===== config.mk =====
export PLATFORM = sky130hd
export DESIGN_NAME = bls_blend
export DESIGN_NICKNAME = d
export VERILOG_FILES = /design/src/design/bls_pkg.sv /design/src/design/bls_blend.sv
export SDC_FILE = /design/constraint.sdc
export NUM_CORES = 2
export LEC_CHECK = 0
export BUFFER_PORTS_ARGS = -buffer_cell sky130_fd_sc_hd__buf_2
export CAP_MARGIN = 0
export CORE_MARGIN = 2
export CORE_UTILIZATION = 45
export CTS_CLUSTER_DIAMETER = 60
export CTS_CLUSTER_SIZE = 28
export DETAILED_ROUTE_END_ITERATION = 12
export PLACE_DENSITY = 0.73
export SLEW_MARGIN = 40
export SYNTH_ARGS = -nofsm -noshare
export SYNTH_HDL_FRONTEND = slang
export SYNTH_SLANG_ARGS = --single-unit

===== constraint.sdc =====
create_clock -name clock -period 6.3 [get_ports clock]
set_input_delay 0.63 -clock clock [delete_from_list [all_inputs] [get_ports clock]]
set_output_delay 0.63 -clock clock [all_outputs]
set_load 0.02 [all_outputs]

===== src/design/bls_pkg.sv =====
// ============================================================================
// bls_pkg: shared types and constants of the bilinear RGB sampler
// Pixel layout, channel extraction, register indexes and the control
// structs that the pipeline modules exchange.
// ============================================================================
package bls_pkg;

   localparam int CHAN_W         = 8;
   localparam int COLOR_CHANNELS = 3;
   localparam int PIXEL_W        = CHAN_W * COLOR_CHANNELS;
   localparam int COORD_W        = 16;
   localparam int INDEX_W        = 16;
   localparam int DIM_W          = 9;
   localparam int OUT_W          = 16;
   localparam int QOUT_FRAC      = 8;
   localparam int NUM_NEIGHBORS  = 4;
   localparam int NUM_STAGES     = 6;
   localparam int CSR_INDEX_W    = 2;

   localparam logic [DIM_W-1:0] DIM_RESET = DIM_W'(256);

   // Register indexes of the configuration port.
   localparam logic [CSR_INDEX_W-1:0] REG_FRAME_WIDTH  = CSR_INDEX_W'(0);
   localparam logic [CSR_INDEX_W-1:0] REG_FRAME_HEIGHT = CSR_INDEX_W'(1);

   // Item kinds carried by the mode field.
   localparam logic MODE_WRITE  = 1'b0;
   localparam logic MODE_SAMPLE = 1'b1;

   typedef logic [PIXEL_W-1:0] pixel_type;

   // Load enables of the address stages.
   typedef struct packed {
      logic s1_en;
      logic s2_en;
      logic s3_en;
   } addr_ctl_type;

   // Load enables of the blend stages.
   typedef struct packed {
      logic s4_en;
      logic s5_en;
      logic s6_en;
   } blend_ctl_type;

   // What the word in the address stage three is.
   typedef struct packed {
      logic is_sample;
      logic wr_ok;
   } s3_status_type;

   // Channel 0 is red in the top byte, the last channel is blue.
   function automatic logic [CHAN_W-1:0] channel_of(input pixel_type px, input int ch);
      return px[CHAN_W*(COLOR_CHANNELS-1-ch) +: CHAN_W];
   endfunction

endpackage


===== src/design/bls_blend.sv =====
// ============================================================================
// bls_blend: bilinear weighting and rounding
// Stages four to six: weights, weight times channel, sum and round to Q8.8.
// ============================================================================
module bls_blend
   import bls_pkg::*;
#(
   parameter int FRAC_BITS = 8
) (
   input  logic                 clock,
   input  blend_ctl_type        ctl,
   input  logic [FRAC_BITS-1:0] frac_x,
   input  logic [FRAC_BITS-1:0] frac_y,
   input  logic                 bad,
   input  pixel_type            px [NUM_NEIGHBORS],
   output logic [OUT_W-1:0]     red_out,
   output logic [OUT_W-1:0]     green_out,
   output logic [OUT_W-1:0]     blue_out,
   output logic                 out_of_range
);

   localparam int W_W   = 2 * FRAC_BITS + 1;
   localparam int M_W   = 2 * FRAC_BITS + 2;
   localparam int P_W   = W_W + CHAN_W;
   localparam int ACC_W = 2 * FRAC_BITS + CHAN_W;
   localparam int SUM_W = ACC_W + 2;
   localparam int SHIFT = 2 * FRAC_BITS - QOUT_FRAC;
   localparam logic [FRAC_BITS:0] SCALE = {1'b1, {FRAC_BITS{1'b0}}};

   logic [FRAC_BITS:0] sfx, sfy;
   logic [M_W-1:0]     mul_full [NUM_NEIGHBORS];
   logic [W_W-1:0]     w_ff [NUM_NEIGHBORS];
   logic               s4_bad_ff;

   logic [P_W-1:0]     prod_full [COLOR_CHANNELS][NUM_NEIGHBORS];
   logic [ACC_W-1:0]   p_ff [COLOR_CHANNELS][NUM_NEIGHBORS];
   logic               s5_bad_ff;

   logic [SUM_W-1:0]   sum_in [COLOR_CHANNELS];
   logic [OUT_W-1:0]   q_in [COLOR_CHANNELS];
   logic [OUT_W-1:0]   out_ff [COLOR_CHANNELS];
   logic               oor_ff;

   // Weights in units of 2^-2F; they always sum to one.
   always_comb begin
      sfx         = SCALE - {1'b0, frac_x};
      sfy         = SCALE - {1'b0, frac_y};
      mul_full[0] = M_W'(sfx) * M_W'(sfy);
      mul_full[1] = M_W'(frac_x) * M_W'(sfy);
      mul_full[2] = M_W'(sfx) * M_W'(frac_y);
      mul_full[3] = M_W'(frac_x) * M_W'(frac_y);
   end

   always_ff @(posedge clock) begin
      if (ctl.s4_en) begin
         for (int k = 0; k < NUM_NEIGHBORS; k++) begin
            w_ff[k] <= mul_full[k][W_W-1:0];
         end
         s4_bad_ff <= bad;
      end
   end

   // Each product is at most 255 * 2^2F and fits ACC_W bits.
   always_comb begin
      for (int ch = 0; ch < COLOR_CHANNELS; ch++) begin
         for (int k = 0; k < NUM_NEIGHBORS; k++) begin
            prod_full[ch][k] = P_W'(w_ff[k]) * P_W'(channel_of(px[k], ch));
         end
      end
   end

   always_ff @(posedge clock) begin
      if (ctl.s5_en) begin
         for (int ch = 0; ch < COLOR_CHANNELS; ch++) begin
            for (int k = 0; k < NUM_NEIGHBORS; k++) begin
               p_ff[ch][k] <= prod_full[ch][k][ACC_W-1:0];
            end
         end
         s5_bad_ff <= s4_bad_ff;
      end
   end

   always_comb begin
      for (int ch = 0; ch < COLOR_CHANNELS; ch++) begin
         sum_in[ch] = SUM_W'(p_ff[ch][0]) + SUM_W'(p_ff[ch][1]) +
                      SUM_W'(p_ff[ch][2]) + SUM_W'(p_ff[ch][3]);
      end
   end

   generate
      if (SHIFT > 0) begin : g_round
         // Round half up, then drop the extra fraction bits.
         localparam logic [SUM_W-1:0] RND = SUM_W'(1) << (SHIFT - 1);
         logic [SUM_W-1:0] rsum [COLOR_CHANNELS];
         always_comb begin
            for (int ch = 0; ch < COLOR_CHANNELS; ch++) begin
               rsum[ch] = sum_in[ch] + RND;
               q_in[ch] = rsum[ch][SHIFT +: OUT_W];
            end
         end
      end else begin : g_exact
         // Few fraction bits: the sum is widened exactly.
         always_comb begin
            for (int ch = 0; ch < COLOR_CHANNELS; ch++) begin
               q_in[ch] = OUT_W'(sum_in[ch]) << (-SHIFT);
            end
         end
      end
   endgenerate

   always_ff @(posedge clock) begin
      if (ctl.s6_en) begin
         for (int ch = 0; ch < COLOR_CHANNELS; ch++) begin
            out_ff[ch] <= s5_bad_ff ? '0 : q_in[ch];
         end
         oor_ff <= s5_bad_ff;
      end
   end

   assign red_out      = out_ff[0];
   assign green_out    = out_ff[1];
   assign blue_out     = out_ff[2];
   assign out_of_range = oor_ff;

endmodule


==> impl_metrics.yaml <==
critical_path:
  path_common_cell: "fa_1"
  endpoint_kind: "flop"
  arrival_ns: 6.18
  setup.worst_path.start: "w_ff[0][7]"
  worstPathRequired_ns: 6.66
  slowest_stage: "edfxtp_1"
  reg2reg_depth: 13
  critPathMaxFanout: 17
  reg2reg_slack_ns: 0.47
  crit_path_start_kind: "flop"
  r2r_end: "p_ff[2][92]"
  r2r-start: "w_ff[0][7]"
  crit_type: "reg -> reg"
  crit_chain: "and2_1 > fa_1 > fa_1 > fa_1 > fa_1 > ha_1 > inv_1 > o41ai_2 > a21oi_1 > o21ai_1 > a21o_1 > a21oi_1 > xnor2_1"
  max_stage_delay_ns: 0.94
global_routing:
  grt_max_degree: 100
  antenna_found_initial: 36
  grt_pass1_vias: 58900
  grt_first_pass_wirelength_mm: 332.0
  overflow: 0
  grtUsageTotal_pct: 24.71
outcome:
  status: "complete, no violations"
sta:
  maxSlewViolCount: 0
  max_freq_mhz: 171.6
  skew_ns: 0.02986
  rsz0062_at_grt: "false"
  finalCritPeriodShare_pct: 92.50
  setup_violations: 0
  tightest_slew_ns: 0.9055
  final.min_clock_period_ns: 5.828
  finalHoldViolCount: 0
  tns_ns: 0
  relSlewSlack_pct: 39.20
yosys:
  yosysMostFrequentCell: "inv_1"
  syn_nets: 10070
  yosys.cell_types.count: 81
  synth_commonest_cells: "1380 x inv_1, 1357 x fa_1, 1108 x and2_1"
  yosysWarnings: 0
  ys_seq_area_share_pct: 15.88
  syn_area_per_cell_sq_um: 9.755
  ys_async_sr_fraction_pct: 0
  synthCells: 7810
  synth_area_sq_mm: 0.07619
  netlist_top_cells_area: "fa_1 36%, edfxtp_1 16%, ha_1 13%"
  synth-main-ff-cell: "edfxtp_1"
  synth_top_cell_by_area: "fa_1"
  synth_edf_count: 403
  synth-seq-cells: 403
  netlist.area_leader.share_pct: 35.66
placed_design:
  hpwl_mm: 172.5
  dp.cells: 10070
  gp_congestion: 0.9282
  port_buffers: 165
route:
  ant_nets: 0
  dr.pass1.iters: 6
  initialDrtViolationCount: 3776
  detail_route.wirelength_mm: 209.0
  wl_met3_mm: 12.85
  m1WireLength_mm: 82.70
  routed.top_layer: "met5"
  vias_per_cell: 5.370
  drt_drc_violations_left: 0
  routedWlPerCell_microns: 20.50
  vias: 54750
  wl_met2_mm: 101.4
clock_network:
  tritoncts: "built"
  htreeDepth: 2
  clockBufferDepth: 3
  clock_sinks: 403
  clock_latency_ns: 0.66
  clkTransAtPathRegs_ns: 0.06
  post_cts_buffers: 0
  numCtsBuffers: 49
  ctsResizeCount: 0
  cts_root_buf: "clkbuf_16"
  cts_hold_buf: 0
layout:
  drive_gt1_share_pct: 5.658
  finalNetCount: 10180
  fillerInstances: 15330
  instances_no_fill: 10200
  area_delta_synth_final_pct: 7.760
worst_hold_path:
  worst_hold_startpoint: "bad"
  hold_path_depth: 1
  min_path_type: "in -> reg"
  hold_end: "s4_bad_ff"
floorplanning:
  rows: 151
  dieArea_sq_mm: 0.1726
  start_util_pct: 45.16
  dieHeight_microns: 415.5
  fp.coreArea_sq_mm: 0.1687
  pin_count: 166
  die_w_microns: 415.5
job:
  max-cap-violations: 0
==> per-stage QoR <==
step	utilization, %	setup slack [ns]	hold WS (ns)	cell area [sq um]
CTS	48.57	0.5444	0.1929	81950
floorplan	-	0.2601	0.4003	76190
global route	48.64	0.2891	0.2066	82070
detailed placement	47.48	0.1031	0.4107	80110
finish	48.66	0.4722	0.2210	82100
global placement	47.29	0.1106	0.4049	79790
==> cell usage in the layout, fill, tap and decap left out, drive strengths merged, types with 23 or more instances in the layout <==
cell    instances
buf           332
nand3          43
xnor2         277
a21oi         261
a21o          110
o21bai         35
nand2         824
o21a           56
ha            790
nand2b         35
a211oi         26
clkbuf         53
xor2           96
fa           1357
a31oi          23
inv          1398
diode          24
edfxtp        403
o21ai         145
nor2b          35
nor2          264
nor3           37
and2         1108
==> layout make-up <==
class | count | area (sq um) | share of cell area [%]
antenna | 24 | 60.06 | 0.07315
inverter | 1381 | 5184 | 6.314
sequential | 403 | 12100 | 14.74
tap | 2218 | 2775 | 3.380
multi-input combinational | 5745 | 57850 | 70.47
timing repair buffer | 332 | 2285 | 2.783
clock buffer | 53 | 1284 | 1.564
clock inverter | 39 | 555.5 | 0.6767
==> sequential cells by signal (all words and copies together) (netlist names) <==
signal,cells
p_ff,288
w_ff,64
out_ff,48
out_of_range,1
s4_bad_ff,1
s5_bad_ff,1
==> cells by family (layout without fill, tap and decap cells) <==
| kind of cell | Yosys count | count (layout) | share of synthesized area [%] |
|---|---|---|---|
| AO/OA/AOI/OAI | 782 | 782 | 6.589 |
| multiplexers | 2 | 2 | 0.02792 |
| adder cells (fa/ha/maj) | 2147 | 2147 | 48.63 |
| AND/OR/NAND/NOR | 2441 | 2441 | 16.39 |
| other | 0 | 24 | 0 |
| buffers and inverters | 1662 | 1805 | 8.189 |
| flip-flops | 403 | 403 | 15.88 |
| XOR/XNOR | 373 | 373 | 4.288 |
==> critical path: cells and delay by family (launching register included) <==
kind	cells	cell delay, ns
adders and majority gates	5	2.32
buffers and inverters	1	0.10
and+or+nand+nor	1	0.27
AOI/OAI and AO/OA	5	1.37
xor gates and xnor gates	1	0.54
DFF	1	0.94
==> worst max path at each step <==
stage	endpoint	slack (ns)
after detailed placement	w_ff[0][16]	0.10
final	p_ff[2][92]	0.47
after global placement	w_ff[1][16]	0.11
after floorplan	w_ff[1][16]	0.26
after global routing	p_ff[2][92]	0.29
after CTS	p_ff[2][92]	0.54
==> per-layer routing <==
layer  vias to the layer above  GRT usage (%)
li1                      24570              -
met1                     28050          30.78
met2                      1726          42.01
met3                       401          3.450
met4                        10          12.45
met5                         -              0
Power is not shown: default switching activity piles up to over one toggle a cycle in this logic, so the estimate is an artifact.
