<file path="config.mk">
export PLATFORM = sky130hd
export DESIGN_NAME = bls_addr_gen
export DESIGN_NICKNAME = d
export VERILOG_FILES = /design/src/design/bls_pkg.sv /design/src/design/bls_addr_gen.sv
export SDC_FILE = /design/constraint.sdc
export NUM_CORES = 1
export LEC_CHECK = 0
export BUFFER_PORTS_ARGS = -buffer_cell sky130_fd_sc_hd__buf_4
export CORE_ASPECT_RATIO = 0.75
export CORE_MARGIN = 4
export CORE_UTILIZATION = 58
export DETAILED_ROUTE_END_ITERATION = 10
export GPL_ROUTABILITY_DRIVEN = 1
export PLACE_DENSITY = 0.81
export SLEW_MARGIN = 20
export SYNTH_ARGS = -nofsm -noshare
export SYNTH_HDL_FRONTEND = slang
export SYNTH_SLANG_ARGS = --single-unit
</file>
<file path="constraint.sdc">
create_clock -name clock -period 6.74 [get_ports clock]
set_input_delay 2.022 -clock clock [delete_from_list [all_inputs] [get_ports clock]]
set_output_delay 2.022 -clock clock [all_outputs]
set_load 0.05 [all_outputs]
</file>
<file path="src/design/bls_pkg.sv">
// ============================================================================
// bls_pkg: shared types and constants of the bilinear RGB sampler
// Pixel layout, channel extraction, register indexes and the control
// structs that the pipeline modules exchange.
// ============================================================================
package bls_pkg;

   localparam int CHAN_W         = 8;
   localparam int COLOR_CHANNELS = 3;
   localparam int PIXEL_W        = CHAN_W * COLOR_CHANNELS;
   localparam int COORD_W        = 16;
   localparam int INDEX_W        = 16;
   localparam int DIM_W          = 9;
   localparam int OUT_W          = 16;
   localparam int QOUT_FRAC      = 8;
   localparam int NUM_NEIGHBORS  = 4;
   localparam int NUM_STAGES     = 6;
   localparam int CSR_INDEX_W    = 2;

   localparam logic [DIM_W-1:0] DIM_RESET = DIM_W'(256);

   // Register indexes of the configuration port.
   localparam logic [CSR_INDEX_W-1:0] REG_FRAME_WIDTH  = CSR_INDEX_W'(0);
   localparam logic [CSR_INDEX_W-1:0] REG_FRAME_HEIGHT = CSR_INDEX_W'(1);

   // Item kinds carried by the mode field.
   localparam logic MODE_WRITE  = 1'b0;
   localparam logic MODE_SAMPLE = 1'b1;

   typedef logic [PIXEL_W-1:0] pixel_type;

   // Load enables of the address stages.
   typedef struct packed {
      logic s1_en;
      logic s2_en;
      logic s3_en;
   } addr_ctl_type;

   // Load enables of the blend stages.
   typedef struct packed {
      logic s4_en;
      logic s5_en;
      logic s6_en;
   } blend_ctl_type;

   // What the word in the address stage three is.
   typedef struct packed {
      logic is_sample;
      logic wr_ok;
   } s3_status_type;

   // Channel 0 is red in the top byte, the last channel is blue.
   function automatic logic [CHAN_W-1:0] channel_of(input pixel_type px, input int ch);
      return px[CHAN_W*(COLOR_CHANNELS-1-ch) +: CHAN_W];
   endfunction

endpackage

</file>
<file path="src/design/bls_addr_gen.sv">
// ============================================================================
// bls_addr_gen: coordinate split and neighbor address stages
// Stages one to three: capture the word, form row times width and the range
// flags, then the four neighbor addresses and the combined range check.
// ============================================================================
module bls_addr_gen
   import bls_pkg::*;
#(
   parameter int IMAGE_PIXELS = 65536,
   parameter int FRAC_BITS    = 8,
   localparam int ADDR_W = $clog2(IMAGE_PIXELS)
) (
   input  logic                 clock,
   input  addr_ctl_type         ctl,
   input  logic                 mode,
   input  logic [INDEX_W-1:0]   pixel_index,
   input  logic [CHAN_W-1:0]    red_in,
   input  logic [CHAN_W-1:0]    green_in,
   input  logic [CHAN_W-1:0]    blue_in,
   input  logic [COORD_W-1:0]   x_pos,
   input  logic [COORD_W-1:0]   y_pos,
   input  logic [DIM_W-1:0]     frame_width,
   input  logic [DIM_W-1:0]     frame_height,
   output logic [ADDR_W-1:0]    rd_addr [NUM_NEIGHBORS],
   output logic                 bad,
   output logic [FRAC_BITS-1:0] frac_x,
   output logic [FRAC_BITS-1:0] frac_y,
   output logic [ADDR_W-1:0]    wr_addr,
   output pixel_type            wr_data,
   output s3_status_type        status
);

   localparam int IW    = COORD_W - FRAC_BITS;
   localparam int PIX_W = $clog2(IMAGE_PIXELS) + 1;
   localparam int SUM_W = (IW + 10 > PIX_W) ? IW + 10 : PIX_W;
   localparam int CW    = (IW > DIM_W) ? IW + 1 : DIM_W + 1;
   localparam int ICW   = (INDEX_W + 1 > PIX_W) ? INDEX_W + 1 : PIX_W;

   // Stage one.
   logic                 s1_mode_ff;
   logic [INDEX_W-1:0]   s1_index_ff;
   pixel_type            s1_pixel_ff;
   logic [IW-1:0]        s1_lx_ff, s1_ly_ff;
   logic [FRAC_BITS-1:0] s1_fx_ff, s1_fy_ff;

   // Stage two.
   logic                 s2_mode_ff, s2_wr_ok_ff, s2_xbad_ff, s2_ybad_ff;
   logic [INDEX_W-1:0]   s2_index_ff;
   pixel_type            s2_pixel_ff;
   logic [SUM_W-1:0]     s2_prod_ff, s2_lx_ff, s2_lx1_ff, s2_lxw_ff, s2_lxw1_ff;
   logic [FRAC_BITS-1:0] s2_fx_ff, s2_fy_ff;
   logic                 s2_wr_ok_in, s2_xbad_in, s2_ybad_in;

   // Stage three.
   logic [ADDR_W-1:0]    s3_addr_ff [NUM_NEIGHBORS];
   logic [SUM_W-1:0]     s3_addr_in [NUM_NEIGHBORS];
   logic                 s3_bad_ff, s3_bad_in;
   logic [FRAC_BITS-1:0] s3_fx_ff, s3_fy_ff;
   logic [ADDR_W-1:0]    s3_wr_addr_ff;
   pixel_type            s3_pixel_ff;
   s3_status_type        s3_status_ff;

   always_ff @(posedge clock) begin
      if (ctl.s1_en) begin
         s1_mode_ff  <= mode;
         s1_index_ff <= pixel_index;
         s1_pixel_ff <= {red_in, green_in, blue_in};
         s1_lx_ff    <= x_pos[COORD_W-1:FRAC_BITS];
         s1_ly_ff    <= y_pos[COORD_W-1:FRAC_BITS];
         s1_fx_ff    <= x_pos[FRAC_BITS-1:0];
         s1_fy_ff    <= y_pos[FRAC_BITS-1:0];
      end
   end

   always_comb begin
      s2_xbad_in  = (CW'(s1_lx_ff) + CW'(1)) >= CW'(frame_width);
      s2_ybad_in  = (CW'(s1_ly_ff) + CW'(1)) >= CW'(frame_height);
      s2_wr_ok_in = (s1_mode_ff == MODE_WRITE) &&
                    (ICW'(s1_index_ff) < ICW'(IMAGE_PIXELS));
   end

   always_ff @(posedge clock) begin
      if (ctl.s2_en) begin
         s2_prod_ff  <= SUM_W'(s1_ly_ff) * SUM_W'(frame_width);
         s2_lx_ff    <= SUM_W'(s1_lx_ff);
         s2_lx1_ff   <= SUM_W'(s1_lx_ff) + SUM_W'(1);
         s2_lxw_ff   <= SUM_W'(s1_lx_ff) + SUM_W'(frame_width);
         s2_lxw1_ff  <= SUM_W'(s1_lx_ff) + SUM_W'(frame_width) + SUM_W'(1);
         s2_xbad_ff  <= s2_xbad_in;
         s2_ybad_ff  <= s2_ybad_in;
         s2_wr_ok_ff <= s2_wr_ok_in;
         s2_mode_ff  <= s1_mode_ff;
         s2_index_ff <= s1_index_ff;
         s2_pixel_ff <= s1_pixel_ff;
         s2_fx_ff    <= s1_fx_ff;
         s2_fy_ff    <= s1_fy_ff;
      end
   end

   // Neighbor order: (x,y), (x+1,y), (x,y+1), (x+1,y+1). The last one is the
   // largest address, so checking it covers the whole store bound.
   always_comb begin
      s3_addr_in[0] = s2_prod_ff + s2_lx_ff;
      s3_addr_in[1] = s2_prod_ff + s2_lx1_ff;
      s3_addr_in[2] = s2_prod_ff + s2_lxw_ff;
      s3_addr_in[3] = s2_prod_ff + s2_lxw1_ff;
      s3_bad_in     = s2_xbad_ff || s2_ybad_ff ||
                      (s3_addr_in[3] >= SUM_W'(IMAGE_PIXELS));
   end

   always_ff @(posedge clock) begin
      if (ctl.s3_en) begin
         for (int k = 0; k < NUM_NEIGHBORS; k++) begin
            s3_addr_ff[k] <= s3_addr_in[k][ADDR_W-1:0];
         end
         s3_bad_ff              <= s3_bad_in;
         s3_fx_ff               <= s2_fx_ff;
         s3_fy_ff               <= s2_fy_ff;
         s3_wr_addr_ff          <= ADDR_W'(s2_index_ff);
         s3_pixel_ff            <= s2_pixel_ff;
         s3_status_ff.is_sample <= (s2_mode_ff == MODE_SAMPLE);
         s3_status_ff.wr_ok     <= s2_wr_ok_ff;
      end
   end

   assign rd_addr = s3_addr_ff;
   assign bad     = s3_bad_ff;
   assign frac_x  = s3_fx_ff;
   assign frac_y  = s3_fy_ff;
   assign wr_addr = s3_wr_addr_ff;
   assign wr_data = s3_pixel_ff;
   assign status  = s3_status_ff;

endmodule

</file>
==> results of run 1 <==
kinds of logic (layout without fill, tap and decap cells):
| logic type | after synthesis | count (layout) | synth area share (%) |
|---|---|---|---|
| xor gates and xnor gates | 80 | 80 | 4.72 |
| and+or+nand+nor | 241 | 241 | 8.30 |
| adders and majority gates | 150 | 150 | 14.9 |
| AOI/OAI and AO/OA | 147 | 147 | 6.70 |
| DFF | 311 | 311 | 62.3 |
| other | 1 | 1 | 0.0250 |
| buffers and inverters | 120 | 378 | 3.07 |
| muxes | 1 | 1 | 0.0667 |
state kept, by name (all words and copies together) (netlist names), 2 cells and up:
name,cells
s1_fx_ff,8
wr_data,24
rd_addr,64
s2_index_ff,16
s1_fy_ff,8
s2_lx_ff,8
s2_lx1_ff,9
s2_lxw1_ff,11
s2_fx_ff,8
s2_lxw_ff,10
s1_lx_ff,8
s1_pixel_ff,24
s1_ly_ff,8
frac_x,8
s1_index_ff,16
s2_fy_ff,8
status,2
s2_pixel_ff,24
wr_addr,16
s2_prod_ff,17
frac_y,8
final timing paths:
path,startpoint,to,slack (ns),cells after the start
setup / recovery,frame_width[2],s2_prod_ff[14],0.90,14
setup reg to reg,s1_ly_ff[4],s2_prod_ff[14],1.84,13
hold / removal,s2_pixel_ff[20],wr_data[20],0.41,0
hold reg to reg,s2_pixel_ff[20],wr_data[20],0.41,0
layer usage:
layer / vias up / global-route usage (%) / wire length [um]
met2: 253 / 34.0 / 14000
met5: - / 0 / 0
met4: 0 / 4.42 / 662
met1: 4222 / 31.1 / 13900
met3: 43 / 4.20 / 1890
li1: 4236 / - / -
cell type report:
type                    count  area (um^2)
flip-flops and latches    311         9340
fillers                  1717         7290
multi-input cells         620         5200
repair buffers            219         1640
clock buffers              34          744
well taps                 338          423
inverters                 105          394
clock inverters            20          180
per-stage QoR:
step	setup slack [ns]	hold slack [ns]	total power, mW	cell area (um^2)	cells
after floorplan	0.786	0.400	4.79	15000	1051
after global placement	0.477	0.400	5.52	17000	1593
after detailed placement	0.402	0.405	5.60	17000	1593
after CTS	0.939	0.415	7.18	17900	1647
after global routing	0.608	0.417	7.58	17900	1647
final	0.904	0.414	7.15	17900	1647
cells in the final DEF (no fill, tap or decap), types with 6 or more instances in the layout:
master,count
o21ai_0,32
nand2b_1,14
clkinv_2,6
a21o_1,16
nand2_1,46
o21a_1,7
nor3_1,13
clkbuf_16,29
ha_1,103
xor2_1,29
and2_1,64
a21oi_1,40
o21bai_1,6
edfxtp_1,311
inv_1,105
xnor2_1,50
nand3_1,17
nor2_1,52
buf_4,219
and3_1,7
fa_1,47
nor2b_1,9
report_power, final:
part | internal, mW | switching [mW] | total (mW)
clock network | 0.877 | 0.704 | 1.58
logic | 1.01 | 1.74 | 2.75
registers | 2.60 | 0.220 | 2.82
total | 4.49 | 2.67 | 7.15
==> results.ini, run 1 <==
[timing]
final.setup.tns_ns=0
setup_viol=0
hold_violations=0
min_period_over_period_pct=86.6
fin_skew_ns=0.0123
fin_crit_ns=5.84
max_slew_margin_pct=32.5
final-max-slew-violation-count=0
worst_pin_slew_ns=1.01
fmax_ghz=0.171
rsz0062_at_grt=false

[place]
port_buffers=217
dp_hpwl_um=23000
gp_congestion=0.856

[die]
dieWidth_um=194
io_pins=218
initial_utilization_pct=59.5
die_y_um=147
core_mm2=0.0252
num_rows=50
die_area_mm2=0.0285

[detailed_routing]
ant_nets=0
vias_per_cell=5.32
first_iter_violations=586
wire_per_inst_um=18.5
num_vias=8754
drt_wl_total_um=30500
drc=0
drt_pass1_iterations=5

[critical_path]
arrival_ns=6.14
crit_path_frequent_cell=fa_1
slowest_delay_ns=0.54
cp-end-kind=flop
critPathSlowestCell=fa_1
critical_path_class=primary input to flop
path_cells=buf_4 -> and2_1 -> fa_1 -> fa_1 -> fa_1 -> inv_1 -> fa_1 -> inv_1 -> ha_1 -> a2111oi_0 -> o21ai_1 -> a41oi_2 -> nor4b_1 -> a211o_1
crit_buf_inv=3
cp_max_fo=10
path_delay_family=adder cells
cp-start-kind=primary input
cp.required_ns=7.04

[logic_synthesis]
synth-seq-cells=311
synth.largest_area_cell=edfxtp_1
synth.distinct_cells=62
avgSynthCellArea_um2=14.3
syn_area_mm2=0.0150
ys_warn_count=0
synth_ff_type=edfxtp_1
synthTopCellsByCount=311 x edfxtp_1, 105 x inv_1, 103 x ha_1
async_reset_ff_share_pct=0
netlist_instances=1051
synth_edf_count=311
synth_most_common_cell=edfxtp_1
syn_nets=1296
seq_area_frac_synth_pct=62.3
yosys.area.top_type_share_pct=62.3
synthTopCellsByArea=edfxtp_1 62%, ha_1 8.6%, fa_1 6.3%

[clock_tree]
cts_root_buf=clkbuf_16
post_cts_resized=0
htree_levels=1
cts.path.max_buffers=3
clkTransAtPathRegs_ns=0.06
cts_tree=done
post_cts_buffers=0
cts.sinks=311
cts_inserted_buffers=29
cts_hold_buf=0
clkLatencyLatePin_ns=0.56

[flow_run]
maxCapViolations=0

[finish]
drive_above_1_share_pct=21.3
syn_to_final_growth_pct=19.5
num-nets-final=1531
antenna_cells=0
postLayoutCoreUtil_pct=71.1

[power]
vdd_ir_drop_max_mv=0.381
powerDensity_mw_per_mm2=399
power_leakage_nw=7.40

[outcome]
status=complete, no violations

[grt]
grt_util_all_layers_pct=21.3
grt_pass1_vias=8872
grt_pass1_wl_um=48300
grt_max_degree=80
grt-ovfl-total=0
grt_antenna_before_repair=0

[worst_hold_path]
hp-class=flop to flop

No activity file was read; power rests on OpenSTA's default activity.
==> run 2, diff against run 1 <==
clock period = 5.39 ns   (was 6.74 ns; I/O delays follow)
==> results.ini, run 2 (synthesis results as in run 1) <==
[place]
gp_congestion=0.858  ; +0.22%
port_buffers=217  ; unchanged
dp_hpwl_um=23300  ; +1.2%

[clock_tree]
clkTransAtPathRegs_ns=0.06  ; about the same
post_cts_resized=0  ; unchanged
cts_tree=done
post_cts_buffers=0  ; unchanged
cts_root_buf=clkbuf_16
cts_inserted_buffers=31  ; +6.9%
cts_hold_buf=0  ; unchanged
htree_levels=1  ; unchanged
clkLatencyLatePin_ns=0.56  ; about the same
cts.path.max_buffers=3  ; unchanged
cts.sinks=311  ; unchanged

[finish]
largest_reg_flops=64  ; unchanged
syn_to_final_growth_pct=22.6
num-nets-final=1570  ; +2.5%
final_cell_mix=311 x edfxtp_1, 254 x buf_4, 105 x inv_1
postLayoutCoreUtil_pct=73.0  ; +1.9 points
antenna_cells=0  ; unchanged
drive_above_1_share_pct=24.0  ; +2.6 points
final_common_cell=edfxtp_1

[critical_path]
cp-start-kind=primary input
cp_max_fo=7  ; -3
critical_path_class=primary input to flop
arrival_ns=5.42  ; -0.72 ns
cp-end-kind=flop
cp.required_ns=5.69  ; -1.35 ns

[timing]
fmax_ghz=0.195
fin_skew_ns=0.0183  ; +0.00594 ns
setup_viol=0  ; unchanged
rsz0062_at_grt=false
final-max-slew-violation-count=0  ; unchanged
fin_crit_ns=5.12
final.setup.tns_ns=0  ; unchanged
min_period_over_period_pct=95.0
max_slew_margin_pct=35.9  ; +3.4 points
worst_pin_slew_ns=0.962  ; -0.0507 ns
hold_violations=0  ; unchanged

[die]
die_y_um=147  ; unchanged
core_mm2=0.0252  ; unchanged
dieWidth_um=194  ; unchanged
io_pins=218  ; unchanged
initial_utilization_pct=59.5  ; unchanged
num_rows=50  ; unchanged
die_area_mm2=0.0285  ; unchanged

[detailed_routing]
drt_pass1_iterations=7  ; +2
drc=0  ; unchanged
ant_nets=0  ; unchanged
num_vias=8953  ; +2.3%
vias_per_cell=5.31  ; about the same
wire_per_inst_um=18.2  ; -1.7%
drt_wl_total_um=30700  ; +0.65%
first_iter_violations=511  ; -13%

[power]
seq_power_share_pct=37.6  ; -1.8 points
sw_frac_of_total_pct=36.1  ; -1.2 points
intPower_mw=6.00  ; +34%
power_leakage_nw=7.65  ; +3.3%
pwr-share-comb_pct=39.3  ; +0.8 points
pwr-share-clk_pct=23.1  ; +1.0 points
powerDensity_mw_per_mm2=511  ; +28%
p_sw_mw=3.39  ; +27%
vdd_ir_drop_max_mv=0.427  ; +12%

[grt]
grt_antenna_before_repair=0  ; unchanged
grt_max_degree=74  ; -7.5%
grt_pass1_vias=9210  ; +3.8%
grt-ovfl-total=0  ; unchanged
grt_pass1_wl_um=48800  ; +0.97%
grt_util_all_layers_pct=21.4  ; +0.099 points

[flow_run]
maxCapViolations=0  ; unchanged

[outcome]
status=complete, no violations

[worst_hold_path]
hp-class=flop to flop

[run 2: cell types whose count changed in the layout (fill, tap and decap cells not counted), moves of 2 or more]
cell / change
buf_12: +2
buf_4: +35
bufinv_16: +3
clkbuf_16: +2
clkinv_2: -3
ha_1: -2
ha_4: +2
[run 2: per-layer routing]
layer / up-vias / global-route usage (%) / wire length, um
met1: 4308 / 30.3 / 13600
li1: 4318 / - / -
met2: 287 / 35.8 / 14700
met4: 0 / 4.32 / 600
met5: - / 0 / 0
met3: 40 / 3.55 / 1860
[run 2: final timing paths]
kind         slack, ns           start  depth (start not counted)        endpoint
max               0.27  frame_width[1]                         16  s2_prod_ff[15]
min               0.41  s1_pixel_ff[6]                          0  s2_pixel_ff[6]
max reg2reg       0.81     s1_ly_ff[5]                         14  s2_prod_ff[15]
min reg2reg       0.41  s1_pixel_ff[6]                          0  s2_pixel_ff[6]
[run 2: final cells by class]
cell class | count | area (um^2)
Fill cell | 1670 | 6820
Inverter | 105 | 394
Clock buffer | 35 | 791
Timing Repair Buffer | 256 | 1950
Clock inverter | 21 | 259
Sequential cell | 311 | 9340
Tap cell | 338 | 423
Multi-Input combinational cell | 620 | 5240
[run 2: through the flow]
stage          power, mW  setup WS [ns]  cell area [um^2]  instances  hold WS (ns)
2_1_floorplan       6.04         0.0162             15000       1051         0.400
3_3_place_gp        7.12         -0.266             17300       1630         0.400
3_5_place_dp        7.24         -0.302             17300       1630         0.405
4_1_cts             9.43          0.285             18400       1686         0.415
5_1_grt             9.95         0.0706             18400       1686         0.419
6_report            9.40          0.269             18400       1686         0.411
[run 2: worst max-delay path, stage by stage]
cell	delay, ns
buf_4	0.13
buf_4	0.16
and2_1	0.17
fa_1	0.42
fa_1	0.50
ha_1	0.31
inv_1	0.06
fa_1	0.52
inv_1	0.04
ha_1	0.29
nor2b_1	0.14
o21ai_0	0.28
a21bo_2	0.22
a21oi_1	0.10
a221oi_1	0.35
xnor2_1	0.12
[run 2: power by group through the flow]
stage | combinational, mW | clock (mW) | sequential, mW
final | 3.69 | 2.17 | 3.53
after global routing | 4.04 | 2.34 | 3.57
after CTS | 3.68 | 2.22 | 3.53
after detailed placement | 3.66 | 0 | 3.58
after global placement | 3.57 | 0 | 3.55
after floorplan | 1.86 | 0 | 4.18
==> run 3, diff against run 2 <==
CORE_MARGIN = 3   (was 4)
CORE_UTILIZATION = 60   (was 58)
PLACE_DENSITY = 0.83   (was 0.81)
clock period = 6.5 ns   (was 5.39 ns; I/O delays follow)
==> results.ini, run 3 (synthesis results as in run 1) <==
[finish]
postLayoutCoreUtil_pct=73.9  ; +0.88 points
largest_reg_flops=64  ; unchanged
syn_to_final_growth_pct=19.5
num-nets-final=1532  ; -2.4%
final_common_cell=edfxtp_1
drive_above_1_share_pct=21.6  ; -2.4 points
instances_no_fill=1642  ; -2.6%
final_cell_mix=311 x edfxtp_1, 219 x buf_4, 105 x inv_1
antenna_cells=0  ; unchanged

[critical_path]
crit_buf_inv=3  ; -1
critical_path_class=primary input to flop
path_delay_family=adder cells
cp-end-kind=flop
cp_max_fo=10  ; +3
cp-start-kind=primary input
critPathSlowestCell=fa_1
slowest_delay_ns=0.54  ; +0.02 ns
cp.required_ns=6.79  ; +1.10 ns
crit_path_frequent_cell=fa_1
path_cells=buf_4 -> and2_1 -> fa_1 -> fa_1 -> fa_1 -> inv_1 -> fa_1 -> inv_1 -> ha_1 -> a2111oi_0 -> o21ai_1 -> a41oi_2 -> nor4b_1 -> a211o_1
arrival_ns=6.20  ; +0.78 ns

[power]
powerDensity_mw_per_mm2=415  ; -19%
p_total_mw=7.43  ; -21%
vdd_ir_drop_max_mv=0.338  ; -21%
power_leakage_nw=7.41  ; -3.1%

[clock_tree]
cts.path.max_buffers=3  ; unchanged
cts.sinks=311  ; unchanged
cts_tree=done
clkTransAtPathRegs_ns=0.06  ; about the same
post_cts_resized=0  ; unchanged
clkLatencyLatePin_ns=0.57  ; about the same
htree_levels=1  ; unchanged
cts_hold_buf=0  ; unchanged
cts_inserted_buffers=30  ; -3.2%
cts_root_buf=clkbuf_16
post_cts_buffers=0  ; unchanged

[place]
place_inst=1586  ; -2.7%
gp_congestion=0.898  ; +4.7%
port_buffers=217  ; unchanged
dp_hpwl_um=23000  ; -1.4%

[timing]
whs_ns=0.402  ; -0.00898 ns
final-max-slew-violation-count=0  ; unchanged
max_slew_margin_pct=29.0  ; -6.9 points
fin_crit_ns=5.90
hold_violations=0  ; unchanged
setup_viol=0  ; unchanged
worst_pin_slew_ns=1.06  ; +0.103 ns
rsz0062_at_grt=false
fmax_ghz=0.169
fin_skew_ns=0.0298  ; +0.0115 ns
final.setup.tns_ns=0  ; unchanged
min_period_over_period_pct=90.8

[worst_hold_path]
hp-class=flop to flop

[detailed_routing]
num_vias=9023  ; +0.78%
first_iter_violations=769  ; +50%
ant_nets=0  ; unchanged
vias_per_cell=5.50  ; +3.5%
drt_wl_total_um=30900  ; +0.42%
wire_per_inst_um=18.8  ; +3.1%
drt_pass1_iterations=5  ; -2
drc=0  ; unchanged

[die]
die_area_mm2=0.0270  ; -5.5%
initial_utilization_pct=61.8  ; +2.3 points
dieWidth_um=189  ; -2.6%
num_rows=49  ; -2.0%
core_mm2=0.0243  ; -3.7%
die_y_um=143  ; -2.9%
io_pins=218  ; unchanged

[grt]
grt_pass1_vias=9123  ; -0.94%
grt_pass1_wl_um=48700  ; -0.16%
grt_max_degree=84  ; +14%
grt-ovfl-total=0  ; unchanged
grt_antenna_before_repair=0  ; unchanged
grt_util_all_layers_pct=23.1  ; +1.7 points

[flow_run]
maxCapViolations=0  ; unchanged

[outcome]
status=complete, no violations

## run 3: layout make-up
class,count,area [um^2]
clock buffers,34,766
flip-flops and latches,311,9340
inverters,105,394
clock inverters,22,171
fillers,1580,6350
well taps,331,414
multi-input cells,620,5200
repair buffers,219,1640
## run 3: path summary, 6_finish.rpt
check,depth (start not counted),from,end,slack (ns)
worst min-delay path,0,s1_fx_ff[5],s2_fx_ff[5],0.40
worst min register to register,0,s1_fx_ff[5],s2_fx_ff[5],0.40
worst max-delay path,14,frame_width[2],s2_prod_ff[14],0.60
worst max register to register,14,s1_ly_ff[5],s2_prod_ff[14],1.50
## run 3: per-stage QoR
stage | setup slack [ns] | instance area, um^2
after global routing | 0.437 | 17900
final | 0.596 | 17900
after floorplan | 0.618 | 15000
after detailed placement | 0.126 | 17000
after global placement | 0.312 | 17000
after CTS | 0.675 | 17900
## run 3: power by group
part	switching, mW	leakage, nW	total [mW]	internal [mW]
clock	0.739	0.467	1.64	0.900
combinational	1.82	3.90	2.87	1.05
sequential	0.227	3.05	2.92	2.69
## run 3: routing by layer
layer | global-route usage [%] | vias to the layer above | wire length [um]
met5 | 0 | - | 0
met4 | 5.68 | 0 | 709
met3 | 3.80 | 54 | 2340
met2 | 36.4 | 352 | 14200
met1 | 34.5 | 4379 | 13600
li1 | - | 4238 | -
